### config.mk
export PLATFORM = sky130hd
export DESIGN_NAME = fpmt_ram
export DESIGN_NICKNAME = d
export VERILOG_FILES = /design/src/sv/fpmt_ram.sv
export SDC_FILE = /design/constraint.sdc
export NUM_CORES = 1
export LEC_CHECK = 0
export BUFFER_PORTS_ARGS = -buffer_cell sky130_fd_sc_hd__buf_2
export CAP_MARGIN = 30
export CORE_MARGIN = 2
export CORE_UTILIZATION = 45
export CTS_CLUSTER_DIAMETER = 60
export DETAILED_ROUTE_END_ITERATION = 12
export GPL_TIMING_DRIVEN = 0
export PLACE_DENSITY_LB_ADDON = 0.25
export SLEW_MARGIN = 30
export SYNTH_ARGS = -nofsm -noshare
export SYNTH_HDL_FRONTEND = slang
export SYNTH_SLANG_ARGS = --single-unit
### constraint.sdc
create_clock -name clk -period 5.1 [get_ports clk]
set_input_delay 0.765 -clock clk [delete_from_list [all_inputs] [get_ports clk]]
set_output_delay 0.765 -clock clk [all_outputs]
set_load 0.03 [all_outputs]
### src/sv/fpmt_ram.sv
`default_nettype none
module fpmt_ram #(
    parameter int WIDTH = 8,
    parameter int DEPTH = 16
) (
    input  wire logic                       clk,
    input  wire logic                       we,
    input  wire logic [$clog2(DEPTH)-1:0]   waddr,
    input  wire logic [WIDTH-1:0]           wdata,
    input  wire logic                       re,
    input  wire logic [$clog2(DEPTH)-1:0]   raddr,
    output      logic [WIDTH-1:0]           rdata
);
    logic [WIDTH-1:0] mem [DEPTH];

    always_ff @(posedge clk)
    begin
        if (we)
        begin
            mem[waddr] <= wdata;
        end
        if (re)
        begin
            rdata <= mem[raddr];
        end
    end
endmodule
`default_nettype wire

==> summary.md <==
| Metric | Value |
|---|---|
| Final hold violations | 0 |
| Area delta synth->final | 17.4% |
| # resized after CTS | 0 |
| Cells after DPL | 397 |
| Hold slack | 0.693 ns |
| I/O Buffers | 25 |
| Setup TNS | 0 ns |
| Hold Path Depth | 1 |
| Synth Area in Compound Gates | 2.30% |
| Routed vias/inst | 5.58 |
| Hold EP | rdata[0]$_DFFE_PP_ |
| Layout Cell Area excl Fill | 6140 µm² |
| Synth Instances | 229 |
| Initial DRC count | 136 |
| Final setup fails | 0 |
| Core area | 11400 µm² |
| Busiest grt layer | met2 |
| Hold path startpoint | re |
| Die Height | 112 µm |
| Grt total ovfl | 0 |
| Post-synth EDFFs | 136 |
| Worst slew margin | 45.4% |
| Critical path capture point type | register |
| Max clock buf depth | 2 |
| R2R Path Start | mem[1][3]$_DFFE_PP_ |
| Critical Path RT | 5.13 ns |
| Hold_buf cts | 0 |
| P_sw | 0.517 mW |
| Sequential-to-total area share from yosys stat | 78.1% |
| Count of standard-cell rows | 39 |
| P_int | 2.07 mW |
| Vias | 2393 |
| # IOs | 27 |
| Synth Register Bits | 136 |
| Synthesized area | 5230 µm² |
| Mux cell area share after synthesis | 14.8% |
| Post-CTS setup buffers | 0 |
| Reg2reg setup slack | 3.55 ns |
| Arrival time worst endpoint | 2.07 ns |
| Met2 usage | 25.5% |
| GRT met3 Usage | 5.28% |
| Cell variety after synth | 18 |
| H-tree levels | 4 |
| Sw frac | 20.0% |
| Fin. max-slew vios | 0 |
| R2R depth | 3 |
| Yosys warns | 0 |
| Final Instance Count excl. Fillers | 429 |
| Post-synthesis adder-cell area fraction | 0% |
| CTS tree | yes |
| TritonCTS Buffers | 17 |
| Placer Congestion | 0.738 |
| R2r endpoint | rdata[3]$_DFFE_PP_ |
| Ys flop type | edfxtp_1 |
| First-pass GRT wire length | 14500 µm |
| Synthesized Nets | 248 |
| Root Buffer | clkbuf_16 |
| Routed wire per std cell | 22.6 µm |
| CP Launch Type | primary input |
| WL final | 9690 µm |
| Clock network power share | 46.1% |
| Status | complete, no violations |
| Static Leakage | 2.04 nW |
| Clock Latency Late Sink | 0.41 ns |
| Vias in the first global route | 2495 |
| Die ar. | 12500 µm² |
| Min Tclk post-route | 2.04 ns |
| Kind of critical path | in2reg |
| Post-Route Skew | 0.0159 ns |
| Synth cell count leaders | 136 x edfxtp_1, 18 x mux4_2, 16 x a22oi_1, 14 x mux4_1, 13 x nor2_1 |
| Worst-margin pin slew | 0.817 ns |
| Async SR Flop Fraction | 0% |
| Share of total power in sequential cells | 48.9% |
| Yosys top cell by area | edfxtp_1 |
| Ant diodes | 0 |
| Starting density of the core | 46.0% |
| Post-Synth Simple-Gate Area | 3.14% |
| Top cell type's share of synthesized area | 78.1% |
| Peak VDD IR | 0.245 mV |
| Post-route ant nets | 0 |
| Tcrit/Tclk final | 40.0% |
| Drt drc | 0 |
| Max_cap viols | 0 |
| Post-DP HPWL | 6150 µm |
| Xor/xnor cell area share of the yosys netlist | 0% |
| GRT met1 Usage | 22.7% |
| Clk slew on worst S/H paths | 0.06 ns |
| Largest family of logic cells by synthesized area | multiplexers |
| Synth area leaders | edfxtp_1 78%, mux4_2 7.8%, mux4_1 7.0% |
| CP max FO | 8 |
| Total GRT Usage | 16.7% |
| Antenna violations before repair | 0 |
| Pwr per Cell Area | 421 nW/µm² |
| HP Class | in2reg |
| Pin count of the biggest net entering global routing | 17 |
| Gate power share | 5.0% |
| RSZ-0062 raised after global routing | false |
| Fin util | 54.0% |
| Top-count cell post-synth | edfxtp_1 |
| CTS sink cnt | 136 |
| DRT Pass-1 Iters | 5 |
| Final nets | 292 |
| Share of post-route cells with drive strength above 1 | 30.4% |
| Syn_area_per_cell | 22.8 µm² |
| Filler cell count | 883 |
| Dpl cell area | 5550 µm² |
| Chip width | 112 µm |
| Fmax | 0.490 GHz |
worst max-delay path by stage:
stage | endpoint | from
2_1_floorplan | mem[0][0]$_DFFE_PP_ | waddr[2]
3_3_place_gp | mem[0][0]$_DFFE_PP_ | waddr[2]
3_5_place_dp | mem[2][4]$_DFFE_PP_ | waddr[2]
4_1_cts | mem[2][5]$_DFFE_PP_ | waddr[2]
5_1_grt | mem[2][0]$_DFFE_PP_ | waddr[2]
6_report | mem[2][6]$_DFFE_PP_ | waddr[2]
stage by stage:
stage,worst slack (ns),power [mW]
after global placement,2.27,1.41
after CTS,3.00,2.61
final,3.06,2.59
after floorplan,2.84,1.36
after global routing,3.01,2.66
after detailed placement,2.57,1.42
cell families after synthesis:
logic type,Yosys count
DFF,136
and+or+nand+nor,35
muxes,32
AOI/OAI and AO/OA,16
buffers and inverters,10
layout by cell type, fill, tap and decap left out, drive strengths merged:
master / Yosys / final
edfxtp: 136 / 136
buf: 7 / 32
mux4: 32 / 32
clkbuf: 0 / 18
a22oi: 16 / 16
nor2: 13 / 13
nand2: 9 / 9
clkinv: 0 / 8
nor3: 4 / 4
clkdlybuf4s25: 3 / 3
bufinv: 0 / 3
clkinvlp: 0 / 3
nand3b: 2 / 2
nand2b: 2 / 2
nor2b: 1 / 1
and2: 1 / 1
and2b: 1 / 1
nand3: 1 / 1
or3b: 1 / 1
flip-flops by register name (all words and copies together) (netlist names):
register	count
rdata	8
mem	128
critical path: stages:
cell    delay [ns]
buf_2         0.11
or3b_2        0.53
nor2_1        0.65
power groups by stage:
stage	Combinational, mW	Clock (mW)	Sequential (mW)
3_5_place_dp	0.130	0	1.29
4_1_cts	0.131	1.21	1.27
5_1_grt	0.138	1.26	1.27
6_report	0.128	1.19	1.26
3_3_place_gp	0.127	0	1.29
2_1_floorplan	0.0636	0	1.30
metal layers:
layer	part of all wire [%]	vias up
met1	43	1245
met2	51	73
met4	0.82	0
met5	0	-
met3	5.7	4
li1	-	1071
final cells by class:
cell class	count	area, µm²	area share, %
flip-flops and latches	136	4080	66.5
multi-input cells	83	1080	17.5
clock buffers	18	429	6.99
well taps	143	179	2.91
clock inverters	14	158	2.57
repair buffers	25	125	2.04
plain buffers	10	86.3	1.41
(Power assumes the default switching activity.)
