### config.mk
export PLATFORM = sky130hd
export DESIGN_NAME = fpmt_walker
export DESIGN_NICKNAME = d
export VERILOG_FILES = /design/src/sv/fpmt_pkg.sv /design/src/sv/fpmt_walker.sv
export SDC_FILE = /design/constraint.sdc
export NUM_CORES = 1
export LEC_CHECK = 0
export BUFFER_PORTS_ARGS = -buffer_cell sky130_fd_sc_hd__buf_2
export CAP_MARGIN = 20
export CORE_MARGIN = 2
export CORE_UTILIZATION = 54
export CTS_BUF_LIST = sky130_fd_sc_hd__clkbuf_16
export DETAILED_ROUTE_END_ITERATION = 16
export PLACE_DENSITY = 0.81
export SLEW_MARGIN = 10
export SYNTH_ARGS = -nofsm -noshare
export SYNTH_HDL_FRONTEND = slang
export SYNTH_SLANG_ARGS = --single-unit
### constraint.sdc
create_clock -name clk -period 5.2 [get_ports clk]
set_input_delay 0.52 -clock clk [delete_from_list [all_inputs] [get_ports clk]]
set_output_delay 0.52 -clock clk [all_outputs]
set_load 0.005 [all_outputs]
### src/sv/fpmt_pkg.sv
`default_nettype none
package fpmt_pkg;

    localparam int INDEX_BITS = 16;
    localparam int POS_W      = 16;
    localparam int VAL_W      = 51;
    localparam int DEPTH      = 1 << INDEX_BITS;
    // walk index: wide enough for any position and for one step past the top node
    localparam int CNT_W      = ((INDEX_BITS > POS_W) ? INDEX_BITS : POS_W) + 1;
    localparam logic [CNT_W-1:0] TOP_POS = CNT_W'(DEPTH - 1);

    localparam logic signed [VAL_W-1:0] EMPTY_MARK = VAL_W'(-64'sd1000000000000000);

    typedef enum logic [1:0] {
        OP_RAISE = 2'd0,
        OP_QUERY = 2'd1,
        OP_CLEAR = 2'd2
    } op_t;

    typedef enum logic [1:0] {
        ST_SWEEP,
        ST_IDLE,
        ST_WALK,
        ST_FINISH
    } state_t;

    typedef struct packed {
        logic signed [VAL_W-1:0] prefix_max;
        logic                    was_query;
    } result_t;

endpackage
`default_nettype wire

### src/sv/fpmt_walker.sv
`default_nettype none
module fpmt_walker (
    input  wire logic                                   clk,
    input  wire logic                                   rst_n,
    input  wire logic                                   req_valid,
    output      logic                                   req_ready,
    input  wire logic [1:0]                             op,
    input  wire logic [fpmt_pkg::POS_W-1:0]             pos,
    input  wire logic signed [fpmt_pkg::VAL_W-1:0]      val,
    output      logic                                   done_valid,
    input  wire logic                                   done_ready,
    output      fpmt_pkg::result_t                      done_res,
    output      logic                                   ram_we,
    output      logic [fpmt_pkg::INDEX_BITS-1:0]        ram_waddr,
    output      logic signed [fpmt_pkg::VAL_W-1:0]      ram_wdata,
    output      logic                                   ram_re,
    output      logic [fpmt_pkg::INDEX_BITS-1:0]        ram_raddr,
    input  wire logic signed [fpmt_pkg::VAL_W-1:0]      ram_rdata
);
    import fpmt_pkg::*;

    state_t                  state_reg, state_next;
    logic [1:0]              op_reg, op_next;
    logic signed [VAL_W-1:0] val_reg, val_next;
    logic signed [VAL_W-1:0] best_reg, best_next;
    logic [CNT_W-1:0]        rd_pos_reg, rd_pos_next;
    logic                    pend_reg, pend_next;
    logic [INDEX_BITS-1:0]   pend_addr_reg, pend_addr_next;
    logic [INDEX_BITS-1:0]   sweep_reg, sweep_next;

    logic             is_query, is_up;
    logic             rd_ok;
    logic [CNT_W-1:0] low_bit, pos_ext;
    logic             accept;

    assign is_query = (op_reg == OP_QUERY);
    assign is_up    = (op_reg == OP_RAISE) || (op_reg == OP_CLEAR);
    assign low_bit  = rd_pos_reg & (~rd_pos_reg + CNT_W'(1));
    assign rd_ok    = (rd_pos_reg != '0) &&
                      (is_query || (is_up && (rd_pos_reg[CNT_W-1:INDEX_BITS] == '0)));
    assign pos_ext  = CNT_W'(pos);
    assign accept   = req_valid && req_ready;

    // next state
    always_comb
    begin
        state_next = state_reg;
        unique case (state_reg)
            ST_SWEEP:
            begin
                if (sweep_reg == '1)
                begin
                    state_next = ST_IDLE;
                end
            end
            ST_IDLE:
            begin
                if (req_valid)
                begin
                    state_next = ST_WALK;
                end
            end
            ST_WALK:
            begin
                if (!rd_ok && !pend_reg)
                begin
                    state_next = ST_FINISH;
                end
            end
            ST_FINISH:
            begin
                if (done_ready)
                begin
                    state_next = ST_IDLE;
                end
            end
            default:
            begin
                state_next = ST_IDLE;
            end
        endcase
    end

    // datapath next values
    always_comb
    begin
        op_next        = op_reg;
        val_next       = val_reg;
        best_next      = best_reg;
        rd_pos_next    = rd_pos_reg;
        pend_next      = 1'b0;
        pend_addr_next = pend_addr_reg;
        sweep_next     = sweep_reg;
        if (state_reg == ST_SWEEP)
        begin
            sweep_next = sweep_reg + 1'b1;
        end
        if (accept)
        begin
            op_next   = op;
            val_next  = val;
            best_next = EMPTY_MARK;
            // a query past the top node covers the whole tree
            if ((op == OP_QUERY) && (pos_ext > TOP_POS))
            begin
                rd_pos_next = TOP_POS;
            end
            else
            begin
                rd_pos_next = pos_ext;
            end
        end
        else if (state_reg == ST_WALK)
        begin
            if (pend_reg && is_query && (ram_rdata > best_reg))
            begin
                best_next = ram_rdata;
            end
            if (rd_ok)
            begin
                pend_next      = 1'b1;
                pend_addr_next = rd_pos_reg[INDEX_BITS-1:0];
                rd_pos_next    = is_query ? (rd_pos_reg - low_bit) : (rd_pos_reg + low_bit);
            end
        end
    end

    // outputs
    always_comb
    begin
        req_ready           = (state_reg == ST_IDLE);
        done_valid          = (state_reg == ST_FINISH);
        done_res.prefix_max = is_query ? best_reg : '0;
        done_res.was_query  = is_query;
        ram_re              = (state_reg == ST_WALK) && rd_ok;
        ram_raddr           = rd_pos_reg[INDEX_BITS-1:0];
        ram_we              = 1'b0;
        ram_waddr           = pend_addr_reg;
        ram_wdata           = (op_reg == OP_RAISE) ? val_reg : EMPTY_MARK;
        if (state_reg == ST_SWEEP)
        begin
            ram_we    = 1'b1;
            ram_waddr = sweep_reg;
            ram_wdata = EMPTY_MARK;
        end
        else if ((state_reg == ST_WALK) && pend_reg)
        begin
            // the read ahead is always a different node than the one written back
            ram_we = (op_reg == OP_CLEAR) ||
                     ((op_reg == OP_RAISE) && (ram_rdata < val_reg));
        end
    end

    always_ff @(posedge clk or negedge rst_n)
    begin
        if (!rst_n)
        begin
            state_reg <= ST_SWEEP;
            sweep_reg <= '0;
            pend_reg  <= 1'b0;
            op_reg    <= OP_RAISE;
        end
        else
        begin
            state_reg <= state_next;
            sweep_reg <= sweep_next;
            pend_reg  <= pend_next;
            op_reg    <= op_next;
        end
    end

    always_ff @(posedge clk)
    begin
        val_reg       <= val_next;
        best_reg      <= best_next;
        rd_pos_reg    <= rd_pos_next;
        pend_addr_reg <= pend_addr_next;
    end
endmodule
`default_nettype wire

==> flow_metrics.py <==
metrics = {
    "run_status": {
        "status": "finished, final reports clean",
    },
    "power": {
        "clockPowerShare": 0.220,
        "powerDensity_mw_per_mm2": 477,
        "p_sw_frac": 0.387,
        "p_seq_frac": 0.331,
        "p_sw_mw": 2.21,
        "power.leakage_nw": 5.80,
        "p_comb_frac": 0.449,
        "intPower_mw": 3.50,
        "vdd_drop_max_uv": 332,
    },
    "cells_and_area": {
        "area_delta_synth_final_pct": 19.9,
        "nFillCells": 1490,
        "layout.cells.non_filler": 1569,
        "finish.utilization": 0.664,
        "nets": 1572,
        "drive_gt1_frac": 0.250,
    },
    "sta": {
        "max-slew-margin-rel": 0.412,
        "post-route-min-period_ps": 3910,
        "finalCritPeriodShare": 0.752,
        "finClkSkew_ps": 10.0,
        "setup_tns_ps": 0,
        "worstMarginPinSlew_ps": 882,
        "rsz0062_at_grt": "no",
        "fmax_mhz": 256,
        "hold_slack_ps": 23.0,
        "hold_viol_final": 0,
        "slew_violations": 0,
        "setup_viol": 0,
    },
    "synthesis": {
        "synth_top_cells_by_area": "edfxtp_1 (25%), ha_1 (15%), dfxtp_1 (10%)",
        "yosysUniqueCellTypes": 57,
        "synth_cells": 1097,
        "avgSynthCellArea_um2": 9.09,
        "netlist_area_mm2": 0.00997,
        "synth_top_flop_cell": "edfxtp_1",
        "syn_nets": 1344,
        "ys_ff_latch": 156,
        "synth_edf_count": 84,
        "yosysMostFrequentCell": "ha_1",
        "yosysTopAreaCell": "edfxtp_1",
        "synth_top_area_frac": 0.253,
        "yosys_warnings": 0,
        "ys_async_sr_fraction": 0.135,
        "ys_top_cells_by_count": "ha_1 (123), inv_1 (113), nand3_1 (91), nor2_1 (91), o21ai_0 (88)",
        "ys_seq_area_frac": 0.408,
    },
    "cts": {
        "cts.sinks": 156,
        "cts.path.max_buffers": 2,
        "htreeDepth": 4,
        "cts_tree": "built",
        "postCtsSetupBuffers": 0,
        "cts-root-buf": "clkbuf_16",
        "cts.clk_slew.worst_paths_ps": 70,
        "ctsHoldBuffers": 0,
        "clk_latency_ps": 430,
        "numCtsBuffers": 17,
        "post_cts_resized": 0,
    },
    "drt": {
        "ant_nets": 0,
        "num_vias": 8805,
        "wl_mm": 26.5,
        "post_drt_via_cell_ratio": 5.61,
        "drt_iter0_drc": 540,
        "routedWlPerCell_um": 16.9,
        "route.detailed.drc": 0,
        "firstDrtPassIters": 5,
    },
    "place": {
        "finalWeightedCongestion": 0.881,
        "dpl.hpwl_mm": 19.7,
        "dp.cells": 1534,
        "io_buffers": 262,
    },
    "worst_setup_path": {
        "cp_num_buf_inv": 0,
        "worstReg2RegStart": "rd_pos_reg[1]",
        "critical_path_required_ps": 5370,
        "start_kind": "flop",
        "cp_max_fo": 7,
        "crit_start": "rd_pos_reg[1]",
        "cp_top_family": "simple AND/OR/NAND/NOR gates",
        "worstSetupPathType": "flop to flop",
        "max_stage_delay_ps": 530,
        "crit_path_end_kind": "flop",
        "crit_chain": "or3_1 -> nor4_4 -> or2b_1 -> or3_1 -> nand2_1 -> ha_1 -> and2_1 -> o21ai_0 -> o31ai_1 -> or4_1 -> a31oi_1 -> xor2_1 -> o21ai_0",
        "arrival_ps": 4080,
        "crit_path_top_delay_cell": "or3_1",
    },
    "die": {
        "rows": 49,
        "io_pins": 263,
        "chipHeight_um": 140,
        "initial_core_util": 0.553,
        "die_x_um": 140,
        "die-area_mm2": 0.0196,
        "coreArea_mm2": 0.0180,
    },
    "hold_path": {
        "holdCritPathClass": "primary input to async pin",
    },
    "global_route": {
        "grt_max_degree": 71,
        "antenna_found_initial": 2,
        "grt_pass1_wl_mm": 42.5,
        "grt_usage": 0.270,
        "grt_pass1_vias": 8620,
        "overflow": 0,
    },
    "flow_run": {
        "cap_violations": 0,
    },
}
[placed cells by master (no fill, tap or decap), types with 4 or more instances in the layout]
cell	instances
a21o_1	15
dfxtp_1	51
o21ai_0	88
a21oi_1	82
nand2_1	64
mux2_2	17
nor4_1	4
nor2_1	91
o21bai_1	4
o31ai_1	5
and4_1	4
inv_1	114
and3_1	6
xor2_1	12
ha_1	123
nor3_1	11
nand3_1	90
xnor2_1	15
a211oi_1	10
o211ai_1	4
or3_1	6
clkinv_4	4
buf_4	11
and2_1	37
buf_2	262
nand2b_1	7
nand4_1	22
dfrtp_1	21
clkbuf_16	19
a221oi_1	5
edfxtp_1	84
[layout make-up]
type                       instances  area (µm²)  share of cell area
inverter                         115         434              0.0363
clock buffer                      19         475              0.0397
timing repair buffer             273        1390               0.117
multi-input combinational        762        5190               0.434
sequential                       156        4070               0.340
tap                              229         287              0.0240
antenna                            2        5.00            0.000418
clock inverter                    13         113             0.00941
[cell families (layout without fill, tap and decap cells)]
logic type,Yosys count,after routing,synth area share
DFF,156,156,0.408
buffers and inverters,179,420,0.0740
and+or+nand+nor,361,361,0.182
other,0,2,0
AOI/OAI and AO/OA,231,231,0.136
xor gates and xnor gates,27,27,0.0237
muxes,20,20,0.0223
adders and majority gates,123,123,0.154
[power by group through the flow]
stage | registers, mW | clock network, mW | logic, mW
after global routing | 1.92 | 1.31 | 2.85
after CTS | 1.89 | 1.26 | 2.55
after floorplan | 1.84 | 0 | 1.79
after global placement | 1.90 | 0 | 2.47
after detailed placement | 1.91 | 0 | 2.53
final | 1.89 | 1.25 | 2.56
[worst register-to-register path, cell delays in order (launching register included)]
cell and delay [ps]:
edfxtp_1 450, or3_1 530, nor4_4 360, or2b_1 310
or3_1 360, nand2_1 80, ha_1 270, and2_1 160
o21ai_0 140, o31ai_1 130, or4_1 420, a31oi_1 210
xor2_1 160, o21ai_0 80
[final timing paths]
check | end | slack (ps) | depth (start not counted)
worst max-delay path | rd_pos_reg[15] | 1290 | 13
worst min-delay path | sweep_reg[5] | 20 | 1
worst max register to register | rd_pos_reg[15] | 1290 | 13
worst min register to register | best_reg[23] | 470 | 2
max in group asynchronous | pend_reg | 4850 | 1
min in group clk | val_reg[9] | 260 | 1
[routing by layer]
metal / GRT usage / wire length (µm) / vias up
li1: - / - / 4312
met4: 0.105 / 798 / 2
met2: 0.458 / 12700 / 327
met3: 0.0574 / 1820 / 60
met5: 0 / 20 / -
met1: 0.338 / 11200 / 4104
[stage by stage]
stage | area, µm² | power, mW | setup WS [ps]
5_1_grt | 12000 | 6.09 | 1050
6_report | 12000 | 5.71 | 1290
4_1_cts | 12000 | 5.70 | 1310
3_5_place_dp | 11400 | 4.44 | 1330
2_1_floorplan | 9970 | 3.63 | 1500
3_3_place_gp | 11400 | 4.36 | 1360
Note: power is estimated with default switching activity, not from simulation.
